`src/sv/mccs_pkg.sv`:
```
// shared types, controller numbers and normalisation helpers for the channel controller state
`default_nettype none

package mccs_pkg;

  localparam int unsigned NUM_CONTROLLERS = 128;
  localparam int unsigned CTRL_W          = 7;
  localparam int unsigned Q16_W           = 17;

  // request codes
  typedef enum logic [1:0] {
    REQ_CC    = 2'd0,
    REQ_PC    = 2'd1,
    REQ_PB    = 2'd2,
    REQ_QUERY = 2'd3
  } req_t;

  // sequencer states
  typedef enum logic [2:0] {
    S_IDLE,
    S_READ,
    S_EVAL,
    S_MUL,
    S_MULW,
    S_OUT
  } state_t;

  // controller numbers with a meaning of their own
  localparam logic [6:0] CC_BANK_MSB    = 7'd0;
  localparam logic [6:0] CC_DATA_MSB    = 7'd6;
  localparam logic [6:0] CC_VOLUME      = 7'd7;
  localparam logic [6:0] CC_EXPRESSION  = 7'd11;
  localparam logic [6:0] CC_BANK_LSB    = 7'd32;
  localparam logic [6:0] CC_DATA_LSB    = 7'd38;
  localparam logic [6:0] CC_VOLUME_LSB  = 7'd39;
  localparam logic [6:0] CC_EXPR_LSB    = 7'd43;
  localparam logic [6:0] CC_RPN_LSB     = 7'd100;
  localparam logic [6:0] CC_RPN_MSB     = 7'd101;

  // registered parameter numbers
  localparam logic [6:0] RPN_BEND_RANGE = 7'd0;
  localparam logic [6:0] RPN_FINE_TUNE  = 7'd1;
  localparam logic [6:0] RPN_COARSE     = 7'd2;

  // unity level in Q1.16
  localparam logic [16:0] Q_ONE = 17'h10000;

  // lsb controllers 32..63 fold onto their msb partner
  function automatic logic [6:0] pair_msb(input logic [6:0] c);
    if (c[6:5] == 2'b01) begin
      return {2'b00, c[4:0]};
    end
    return c;
  endfunction

  // q1.16 value: combined pair times 4, else floor(v * 65536 / 127)
  // 65536 = 127 * 516 + 4, so the remainder term floor(4v / 127) is 0..4
  function automatic logic [16:0] norm_q16(input logic [6:0] msb, input logic [6:0] lsb,
                                           input logic paired);
    logic [2:0]  corr;
    logic [16:0] base;
    corr = 3'(msb >= 7'd32) + 3'(msb >= 7'd64) + 3'(msb >= 7'd96) + 3'(msb == 7'd127);
    base = {1'b0, msb, 9'b0} + {8'b0, msb, 2'b0};
    if (paired && (lsb != 7'd0)) begin
      return {1'b0, msb, lsb, 2'b00};
    end
    return base + {14'b0, corr};
  endfunction

  // side reads that each request type needs, four slots
  function automatic logic [6:0] aux_addr(input req_t req, input logic [1:0] slot);
    logic [6:0] a;
    a = CC_RPN_MSB;
    unique case (req)
      REQ_PC: begin
        a = slot[0] ? CC_BANK_LSB : CC_BANK_MSB;
      end
      REQ_QUERY: begin
        unique case (slot)
          2'd0: a = CC_VOLUME;
          2'd1: a = CC_VOLUME_LSB;
          2'd2: a = CC_EXPRESSION;
          default: a = CC_EXPR_LSB;
        endcase
      end
      default: begin
        unique case (slot)
          2'd0: a = CC_RPN_MSB;
          2'd1: a = CC_RPN_LSB;
          2'd2: a = CC_DATA_MSB;
          default: a = CC_DATA_LSB;
        endcase
      end
    endcase
    return a;
  endfunction

endpackage

`default_nettype wire

```
`src/sv/midi_channel_controller_state_top.sv`:
```
// controller state of one midi channel: sequenced memory reads and a shared multiplier
// requests are handled one at a time: busy stays high from the transfer until the done strobe,
// so a new request is taken only after the previous result
// each request makes six reads through the single controller memory port;
// the level cube for a volume or expression query takes three passes through the one 17x17 multiplier
// reset: synchronous, clears all control state and the per-entry valid and used bits at once
`default_nettype none

module midi_channel_controller_state_top
  import mccs_pkg::*;
(
  input  wire logic        clk,
  input  wire logic        rst,
  input  wire logic        start,
  output logic             busy,
  input  wire logic [1:0]  req_type,
  input  wire logic [6:0]  controller,
  input  wire logic [13:0] data_value,
  output logic             done,
  output logic [16:0]      computed_value,
  output logic [6:0]       raw_value,
  output logic [13:0]      combined_value,
  output logic [13:0]      bend_range,
  output logic [13:0]      fine_tuning,
  output logic [13:0]      coarse_tuning,
  output logic [6:0]       bank_high,
  output logic [6:0]       bank_low,
  output logic [6:0]       program_number,
  output logic [13:0]      bend_amount,
  output logic             first_use,
  output logic [2:0]       presets_used
);

  state_t state, state_next;

  // request latched at the transfer
  logic       accept;
  req_t       req_in;
  req_t       req_q;
  logic [6:0] c_q;
  logic [6:0] m_in;
  logic [6:0] m_q;

  // controller memory with reset valid bits
  logic [6:0] store_mem [NUM_CONTROLLERS];
  logic [NUM_CONTROLLERS-1:0] store_vld;
  logic [NUM_CONTROLLERS-1:0] used;
  logic [6:0] raddr;
  logic [6:0] mem_q;
  logic       vld_q;
  logic [6:0] rd_eff;

  // read sequencing
  logic [2:0] rd_cnt;
  logic [2:0] rd_slot;
  logic [6:0] rd_val [6];

  // channel state
  logic [1:0]  level_written;
  logic [13:0] range_reg;
  logic [13:0] fine_reg;
  logic [13:0] coarse_reg;
  logic [13:0] bank_regs;
  logic [6:0]  program_reg;
  logic [13:0] bend_reg;
  logic [2:0]  preset_flags;

  // evaluation terms
  logic        paired;
  logic        is_cube;
  logic [16:0] norm_val;
  logic [16:0] vol_val;
  logic [16:0] expr_val;
  logic [13:0] entry_val;
  logic        entry_hit;

  // shared multiplier
  logic [16:0] op_x;
  logic [16:0] op_y;
  logic [32:0] prod;
  logic [16:0] prod_hi;
  logic [16:0] p_r;
  logic [1:0]  mstep;

  assign req_in = req_t'(req_type);
  assign accept = start && !busy;
  assign m_in   = pair_msb(controller);

  // state register
  always_ff @(posedge clk) begin
    if (rst) begin
      state <= S_IDLE;
    end else begin
      state <= state_next;
    end
  end

  // next state and handshake outputs
  always_comb begin
    state_next = state;
    busy       = 1'b1;
    done       = 1'b0;
    unique case (state)
      S_IDLE: begin
        busy = 1'b0;
        if (start) begin
          state_next = S_READ;
        end
      end
      S_READ: begin
        if (rd_cnt == 3'd6) begin
          state_next = S_EVAL;
        end
      end
      S_EVAL: begin
        state_next = is_cube ? S_MUL : S_OUT;
      end
      S_MUL: begin
        state_next = S_MULW;
      end
      S_MULW: begin
        state_next = (mstep == 2'd2) ? S_OUT : S_MUL;
      end
      S_OUT: begin
        done       = 1'b1;
        state_next = S_IDLE;
      end
      default: begin
        state_next = S_IDLE;
      end
    endcase
  end

  // request capture
  always_ff @(posedge clk) begin
    if (accept) begin
      req_q <= req_in;
      c_q   <= controller;
      m_q   <= m_in;
    end
  end

  // read counter
  always_ff @(posedge clk) begin
    if (rst) begin
      rd_cnt <= 3'd0;
    end else if (state == S_READ) begin
      rd_cnt <= (rd_cnt == 3'd6) ? 3'd0 : rd_cnt + 3'd1;
    end else begin
      rd_cnt <= 3'd0;
    end
  end

  // read address: msb, lsb partner, then four side reads
  always_comb begin
    if (rd_cnt == 3'd0) begin
      raddr = m_q;
    end else if (rd_cnt == 3'd1) begin
      raddr = 7'(m_q + 7'd32);
    end else begin
      raddr = aux_addr(req_q, 2'(rd_cnt - 3'd2));
    end
  end

  // controller memory, written at the transfer
  always_ff @(posedge clk) begin
    if (accept && (req_in == REQ_CC)) begin
      store_mem[controller] <= data_value[6:0];
    end
    mem_q <= store_mem[raddr];
  end

  // valid and used bits; a write to an msb clears its lsb partner
  always_ff @(posedge clk) begin
    if (rst) begin
      store_vld <= '0;
      used      <= '0;
      vld_q     <= 1'b0;
    end else begin
      vld_q <= store_vld[raddr];
      if (accept && (req_in == REQ_CC)) begin
        store_vld[controller] <= 1'b1;
        used[m_in]            <= 1'b1;
        if (controller[6:5] == 2'b00) begin
          store_vld[{2'b01, controller[4:0]}] <= 1'b0;
        end
      end
    end
  end

  assign rd_eff  = vld_q ? mem_q : 7'd0;
  assign rd_slot = rd_cnt - 3'd1;

  // read data capture, one slot a cycle
  always_ff @(posedge clk) begin
    if ((state == S_READ) && (rd_cnt != 3'd0)) begin
      rd_val[rd_slot] <= rd_eff;
    end
  end

  // evaluation terms from the captured reads
  assign paired    = (m_q[6:5] == 2'b00);
  assign norm_val  = norm_q16(rd_val[0], rd_val[1], paired);
  assign vol_val   = level_written[0] ? norm_q16(rd_val[2], rd_val[3], 1'b1) : Q_ONE;
  assign expr_val  = level_written[1] ? norm_q16(rd_val[4], rd_val[5], 1'b1) : Q_ONE;
  assign is_cube   = (req_q == REQ_QUERY) && ((c_q == CC_VOLUME) || (c_q == CC_EXPRESSION));
  assign entry_hit = (req_q == REQ_CC) && ((c_q == CC_DATA_MSB) || (c_q == CC_DATA_LSB))
                     && (rd_val[2] == 7'd0);
  assign entry_val = (rd_val[5] != 7'd0) ? {rd_val[4], rd_val[5]} : {7'd0, rd_val[4]};

  // channel state updates
  always_ff @(posedge clk) begin
    if (rst) begin
      level_written <= 2'b00;
      range_reg     <= '0;
      fine_reg      <= '0;
      coarse_reg    <= '0;
      bank_regs     <= '0;
      program_reg   <= '0;
      bend_reg      <= '0;
      preset_flags  <= '0;
      first_use     <= 1'b0;
    end else begin
      if (accept) begin
        first_use <= (req_in == REQ_CC) && !used[m_in];
        unique case (req_in)
          REQ_CC: begin
            if (m_in == CC_VOLUME) begin
              level_written[0] <= 1'b1;
            end
            if (m_in == CC_EXPRESSION) begin
              level_written[1] <= 1'b1;
            end
          end
          REQ_PC: begin
            program_reg <= data_value[6:0];
          end
          REQ_PB: begin
            bend_reg        <= data_value;
            preset_flags[0] <= 1'b1;
          end
          default: begin
          end
        endcase
      end
      if (state == S_EVAL) begin
        if (req_q == REQ_PC) begin
          bank_regs <= {rd_val[2], rd_val[3]};
        end
        // data entry under rpn 0/0, 0/1 or 0/2
        if (entry_hit) begin
          if (rd_val[3] == RPN_BEND_RANGE) begin
            range_reg <= entry_val;
          end else if (rd_val[3] == RPN_FINE_TUNE) begin
            fine_reg        <= entry_val;
            preset_flags[1] <= 1'b1;
          end else if (rd_val[3] == RPN_COARSE) begin
            coarse_reg      <= entry_val;
            preset_flags[2] <= 1'b1;
          end
        end
      end
    end
  end

  // result registers for the addressed controller
  always_ff @(posedge clk) begin
    if (state == S_EVAL) begin
      raw_value      <= (c_q[6:5] == 2'b01) ? rd_val[1] : rd_val[0];
      combined_value <= (paired && (rd_val[1] != 7'd0)) ? {rd_val[0], rd_val[1]}
                                                          : {7'd0, rd_val[0]};
      computed_value <= (req_q == REQ_QUERY) ? norm_val : 17'd0;
    end else if ((state == S_MULW) && (mstep == 2'd2)) begin
      computed_value <= prod_hi;
    end
  end

  assign prod_hi = prod[32:16];

  // level cube: p = vol*expr, then p*p, then p2*p, each taken >> 16
  always_ff @(posedge clk) begin
    if (rst) begin
      mstep <= 2'd0;
    end else if (state == S_EVAL) begin
      mstep <= 2'd0;
    end else if (state == S_MULW) begin
      mstep <= mstep + 2'd1;
    end
  end

  always_ff @(posedge clk) begin
    if (state == S_EVAL) begin
      op_x <= vol_val;
      op_y <= expr_val;
    end else if (state == S_MUL) begin
      prod <= 33'(op_x * op_y);
    end else if (state == S_MULW) begin
      if (mstep == 2'd0) begin
        op_x <= prod_hi;
        op_y <= prod_hi;
        p_r  <= prod_hi;
      end else begin
        op_x <= prod_hi;
        op_y <= p_r;
      end
    end
  end

  // state registers straight to the result ports
  assign bend_range     = range_reg;
  assign fine_tuning    = fine_reg;
  assign coarse_tuning  = coarse_reg;
  assign bank_high      = bank_regs[13:7];
  assign bank_low       = bank_regs[6:0];
  assign program_number = program_reg;
  assign bend_amount    = bend_reg;
  assign presets_used   = preset_flags;

endmodule

`default_nettype wire

```
`config.mk`:
```
export PLATFORM = sky130hd
export DESIGN_NAME = midi_channel_controller_state_top
export DESIGN_NICKNAME = d
export VERILOG_FILES = /design/src/sv/mccs_pkg.sv /design/src/sv/midi_channel_controller_state_top.sv
export SDC_FILE = /design/constraint.sdc
export NUM_CORES = 2
export LEC_CHECK = 0
export BUFFER_PORTS_ARGS = -buffer_cell sky130_fd_sc_hd__buf_2
export CAP_MARGIN = 10
export CORE_ASPECT_RATIO = 2
export CORE_MARGIN = 4
export CORE_UTILIZATION = 60
export CTS_BUF_LIST = sky130_fd_sc_hd__clkbuf_4 sky130_fd_sc_hd__clkbuf_8
export CTS_CLUSTER_SIZE = 28
export DETAILED_ROUTE_END_ITERATION = 8
export PLACE_DENSITY = 0.84
export SLEW_MARGIN = 25
export SYNTH_ARGS = -nofsm -noshare
export SYNTH_HDL_FRONTEND = slang
export SYNTH_SLANG_ARGS = --single-unit
```
`constraint.sdc`:
```
create_clock -name clk -period 10.4 [get_ports clk]
set_clock_uncertainty 0.1 [all_clocks]
set_input_delay 0.52 -clock clk [delete_from_list [all_inputs] [get_ports clk]]
set_output_delay 0.52 -clock clk [all_outputs]
set_load 0.02 [all_outputs]
```
After elaboration in Yosys (flattened, before gate mapping):

Memories as Yosys holds them, arrays and structs flattened. A register that Yosys moved wholly into a read port is not among the register bits.
Index checks and enable logic that the tools add are counted.

* RAM bits: 938
* bits in registers: 486
* output and inout bits: 121
* memories kept: 2
* input port bits: 26
* word-level logic and storage cells: 208

* muxes and demuxes: 56
* equality and inequality tests: 30
* magnitude comparators: 16
* add/subtract/negate cells: 20
* bitwise gates (word level): 9
* reductions and logical operators: 45
* multipliers: 1

Memory list
* store_mem: words 128, bits a word 7, read ports 1, clocked after memory_dff 1, write ports 1, line midi_channel_controller_state_top.sv:45 `logic [6:0] store_mem [NUM_CONTROLLERS];`
* rd_val: words 6, bits a word 7, read ports 6, clocked after memory_dff 0, write ports 1, line midi_channel_controller_state_top.sv:56 `logic [6:0] rd_val [6];`

Operators with widths (count)
* $mux 17: 18
* $or 128x128->128: 2
* $and 128x128->128: 1
* $mux 128: 1
* $not 64->128: 1
* $add 16x9->17: 3
* $add 17x3->17: 3
* $mux 7: 7
* $ge 7x7->1 const B: 6
* $mul 17x17->33: 1
* $lt 7x8->1 const B: 3
* $eq 7x3->1 const B: 3
* $eq 7x7->1 const B: 3
* $ge 7x6->1 const B: 3
* $pmux 7 s3: 1
* $reduce_bool 7->1: 3
* $pmux 6 s3: 1
* $mux 1: 15
* $pmux 3 s5: 1
* $bmux 1 s7: 2
* $demux 1 s7: 2
* $eq 7x4->1 const B: 2
* $ge 7x1->1 const B: 2
* $logic_not 7->1: 2
* 38 further kinds: 91

Longest topological paths before layout:

An unclocked memory read counts as a cell.

* word-level depth: 9
* gate-level depth with buffers: 23
* mapped depth without buffers: 22

Worst setup path after synthesis:

No wires, ideal clock.

* kind: register to register
* start point: register op_y[8]
* end point: register prod[32], data pin
* library setup time: 269 ps
* data arrival time: 5803 ps
* path slack: 4228 ps
* path buffers: 2
* data required time: 10031 ps
* clock period less this slack: 6172 ps
* stages on the path, launching flop included: 21
* path through: edfxtp_1 > clkbuf_1 > clkbuf_1 > nand2_1 > fa_1 > fa_1 > inv_1 > fa_1 > fa_1 > fa_1 > inv_1 > fa_1 > inv_1 > ha_1 > nand2_1 > or4_1 > o21ai_1 > o21ai_0 > a211oi_1 > or2_2 > o211ai_1

* word-level cells in the longest chain between the ends: 1

Ends and longest elaborated chain
* start: declaration: line midi_channel_controller_state_top.sv:79 `logic [16:0] op_y;`
* start signal: assignment: line midi_channel_controller_state_top.sv:294 `op_y <= expr_val;`
* start signal: assignment: line midi_channel_controller_state_top.sv:300 `op_y <= prod_hi;`
* start signal: assignment: line midi_channel_controller_state_top.sv:304 `op_y <= p_r;`
* $mul 17x17->33: line midi_channel_controller_state_top.sv:296 `prod <= 33'(op_x * op_y);`
* end signal: assignment: line midi_channel_controller_state_top.sv:296
* end: declaration: line midi_channel_controller_state_top.sv:80 `logic [32:0] prod;`

Every way passes these cells.
A chain may end at the register's enable or synchronous reset.

Worst setup path after layout:

* start point: register op_x[8]
* end point: register prod[32], data pin

* word-level cells in the longest chain between the ends: 1

Ends and longest elaborated chain
* start: declaration: line midi_channel_controller_state_top.sv:78 `logic [16:0] op_x;`
* start signal: assignment: line midi_channel_controller_state_top.sv:293 `op_x <= vol_val;`
* start signal: assignment: line midi_channel_controller_state_top.sv:299 `op_x <= prod_hi;`
* start signal: assignment: line midi_channel_controller_state_top.sv:303 `op_x <= prod_hi;`
* $mul 17x17->33: line midi_channel_controller_state_top.sv:296

Every way passes these cells.

==> flow_summary_export.csv <==
group,metric,value,unit
floorplan,core.rowCount,169,
layout,finish.utilization,0.662,
power_and_ir_drop,power.sequential.fraction,0.411,
yosys,syn-num-nets,6171,
drt,antenna_violating_nets_post_route,0,
drt,detail_route.wl_per_cell,25.7,um
floorplan,chipHeight,472,um
sta,worst_slew_pin_slew,1.19,ns
cts,tritoncts_buffers,175,
outcome,run_status,"complete, no violations",
sta,finalSetupViolations,0,
layout,area_growth_syn_to_layout,9.18,%
floorplan,initial_utilization,0.606,
setup_path,r2r_start,"op_x[8]$_DFFE_PP_",
global_route,first_pass_grt_wire_length,281000,um
drt,drcViolationCount,0,
setup_path,arrival,8.05,ns
setup_path,critPathLaunch,"op_x[8]$_DFFE_PP_",
sta,final_hold_viol_count,0,
setup_path,timing.critical_path.fanout_max,17,
yosys,async_flop_share,0,
drt,routed_wl,190000,um
setup_path,crit_end,"prod[32]$_DFFE_PP_",
sta,fmaxAchievable,0.135,GHz
layout,nNetsFinal,6231,
yosys,synthDominantCellAreaShare,0.491,
power_and_ir_drop,power_report.internal_total,9.89,mW
layout,design_area,70400,um2
sta,timing.final.crit_period,7.41,ns
run,max_cap_viol_count,0,
setup_path,cp_cell_sequence,"nand2_1 -> fa_1 -> fa_1 -> fa_1 -> fa_1 -> inv_1 -> fa_1 -> inv_1 -> fa_1 -> inv_1 -> ha_1 -> a21oi_1 -> o21ai_0 -> a211oi_1 -> o21ai_1 -> buf_4 -> o21ai_0 -> a211oi_1 -> or2_2 -> o211ai_1",
yosys,syn-mean-instance-area,11.1,um2
power_and_ir_drop,power.ir.vdd_worst,0.234,mV
power_and_ir_drop,pwr_density_cell,213,nW/um2
yosys,netlist_instances,5804,
cts,insertion_delay,0.91,ns
power_and_ir_drop,total_power,15.0,mW
power_and_ir_drop,power.combinational.fraction,0.299,
power_and_ir_drop,clockPowerShare,0.290,
yosys,yosysUniqueCellTypes,75,
power_and_ir_drop,sw_frac_of_total,0.341,
floorplan,core_area,106000,um2
global_route,grt_overflow,0,
floorplan,io-pin-count,147,
yosys,count_of_flip_flops_with_a_built_in_enable_after_synthesis,1055,
sta,final.setup.worst_slack,2.99,ns
place,pre_cts_slack,3.17,ns
power_and_ir_drop,net-switching-power,5.11,mW
min_path,worstHoldStart,"rst",
global_route,antenna_found_initial,6,
place,post_dp_cell_area,66300,um2
global_route,grt_util_all_layers,0.334,
drt,viasPerCell,6.34,
place,io_buffers,146,
cts,cts_tree,"built",
floorplan,die_w,240,um
cts,clkSlewWorstSetupHoldPaths,0.07,ns
cts,h-tree-depth,4,
setup_path,crit_top_cell,"sky130_fd_sc_hd__fa_1",
yosys,yosysTopAreaCell,"sky130_fd_sc_hd__edfxtp_1",
setup_path,setup.worst_path.end_class,"flip-flop",
setup_path,regToRegSetupSlack,2.99,ns
setup_path,cpPeakStageDelay,0.98,ns
sta,totalNegativeSetupSlack,0,ns
place,detailed_place_hpwl,127000,um
power_and_ir_drop,leakage,26.7,nW
setup_path,crit_cells,20,
setup_path,critical_path.n_buffers_inverters,4,
yosys,yosysWarnings,0,
sta,timing_max_transition_violations_final,0,
min_path,worst_hold_path_type,"in -> reg",
drt,drtPass1Iterations,7,
sta,final_period_utilization,0.712,
layout,drive_above_1_share,0.112,
cts,cts_num_sinks,1378,
setup_path,reg2reg_depth,20,
yosys,synth_seq_area_share,0.591,
sta,rsz0062_at_grt,"false",
global_route,first_global_vias,47100,
setup_path,crit_path_top_delay_cell,"sky130_fd_sc_hd__edfxtp_1",
yosys,biggest_area_contributors_in_the_synthesized_netlist,"sky130_fd_sc_hd__edfxtp_1 49%, sky130_fd_sc_hd__dfxtp_1 10%, sky130_fd_sc_hd__nand2_1 6.9%",
drt,initialDrtViolationCount,5500,
place,post-place-cells,7042,
sta,final.hold.worst_slack,0.0507,ns
yosys,synth_area,64500,um2
setup_path,startpoint_type,"flip-flop",
sta,slew-limit-headroom,0.199,
place,placer_s_final_routability_congestion_estimate,0.979,
cts,cts_root_buf,"sky130_fd_sc_hd__clkbuf_8",
layout,post_layout_nonfiller_instances,7392,
yosys,synth.ff_latch_count,1378,
cts,clk_buf_depth,3,
global_route,grt_start_max_net_pins,166,
cts,cts_resized,0,
drt,via_count,46900,
setup_path,worst-endpoint-required,11.04,ns
setup_path,worstSetupPathType,"reg -> reg",
floorplan,area_of_the_die,113000,um2
yosys,ys_dominant_reg_cell,"sky130_fd_sc_hd__edfxtp_1",
setup_path,crit_family,"adder cells",
setup_path,r2r_end,"prod[32]$_DFFE_PP_",
-- power groups by stage --
stage               clock network (mW)  registers, mW  logic (mW)
floorplan                            0           6.26        2.76
global placement                     0           6.29        4.22
detailed placement                   0           6.29        4.34
CTS                               4.35           6.17        4.37
global route                      4.61           6.17        4.81
finish                            4.34           6.17        4.48
-- layout make-up --
cell class | instances | area [um2]
Fill cell | 7540 | 35900
Tap cell | 1368 | 1710
Clock inverter | 63 | 663
Sequential cell | 1378 | 38100
Inverter | 320 | 1200
Antenna cell | 6 | 15.0
Timing Repair Buffer | 236 | 1550
Clock buffer | 268 | 3280
Multi-Input combinational cell | 3753 | 23900
-- cells in the mapped netlist, drive strengths merged (17+ instances only) --
cell type and n:
xnor2 25, a211oi 44, o21ai 65, mux2 32, clkbuf 204, nand2 1185, nor3 62, a221oi 41
fa 221, dfxtp 323, and2 139, and3 26, a21oi 163, a22o 20, mux2i 125, nand4 17
ha 120, inv 320, a311oi 18, nor2 552, o22ai 22, nand3 625, edfxtp 1055, mux4 31
a31oi 44, buf 149
-- kinds of logic after synthesis --
logic type               synth area share
AND/OR/NAND/NOR                     0.181
flip-flops                          0.591
buffers and inverters              0.0424
AO/OA/AOI/OAI                      0.0520
adder cells (fa/ha/maj)            0.0919
multiplexers                       0.0358
XOR/XNOR                          0.00530
-- per-layer routing --
layer / global-route usage / wire [um]
met1: 0.328 / 54800
met2: 0.568 / 94400
met5: 0 / 11
met3: 0.0751 / 17400
met4: 0.323 / 23600
-- flip-flops by register name, indices dropped and copies added (netlist names), 14 cells and up --
name	flops
store_mem	896
store_vld	128
used	96
rd_val	42
computed_value	17
op_x	17
op_y	17
p_r	17
prod	17
bank_regs	14
bend_amount	14
bend_range	14
coarse_tuning	14
combined_value	14
fine_tuning	14
-- cell usage in the layout (no fill, tap or decap), types with 17 or more instances in the layout --
cell type                  instances
sky130_fd_sc_hd__inv_1           320
sky130_fd_sc_hd__a211oi_1         41
sky130_fd_sc_hd__a22o_1           19
sky130_fd_sc_hd__nor3_1           44
sky130_fd_sc_hd__buf_4            79
sky130_fd_sc_hd__nor2_1          549
sky130_fd_sc_hd__mux4_2           31
sky130_fd_sc_hd__ha_1            120
sky130_fd_sc_hd__a311oi_1         17
sky130_fd_sc_hd__a21oi_1         162
sky130_fd_sc_hd__clkbuf_4         66
sky130_fd_sc_hd__mux2i_1         124
sky130_fd_sc_hd__and3_1           26
sky130_fd_sc_hd__a221oi_1         39
sky130_fd_sc_hd__dfxtp_1         323
sky130_fd_sc_hd__mux2_2           32
sky130_fd_sc_hd__o22ai_1          22
sky130_fd_sc_hd__xnor2_1          25
sky130_fd_sc_hd__nand2_1        1183
sky130_fd_sc_hd__o21ai_0          61
sky130_fd_sc_hd__nand3_1         625
sky130_fd_sc_hd__nand4_1          17
sky130_fd_sc_hd__clkinv_2         23
sky130_fd_sc_hd__buf_2           138
sky130_fd_sc_hd__fa_1            221
sky130_fd_sc_hd__edfxtp_1       1055
sky130_fd_sc_hd__and2_1          136
sky130_fd_sc_hd__nor3_2           18
sky130_fd_sc_hd__a31oi_1          42
sky130_fd_sc_hd__clkbuf_8        202
-- worst min-delay path by stage --
stage	slack (ns)	end	cells after the start
floorplan	0.32	used[11]$_SDFFE_PP0P_	2
global placement	0.33	used[11]$_SDFFE_PP0P_	2
detailed placement	0.34	bend_range[7]$_SDFFE_PP0P_	2
CTS	0.01	store_vld[2]$_SDFFE_PP0P_	2
global route	0.06	store_mem[109][6]$_DFFE_PP_	1
finish	0.05	store_vld[1]$_SDFFE_PP0P_	2
-- timing repair --
item	CTS	global route
hold buffers	11	0
endpoints found under the hold margin	13	0
buffers inserted	0	0
No activity file was read; power rests on OpenSTA's default activity.
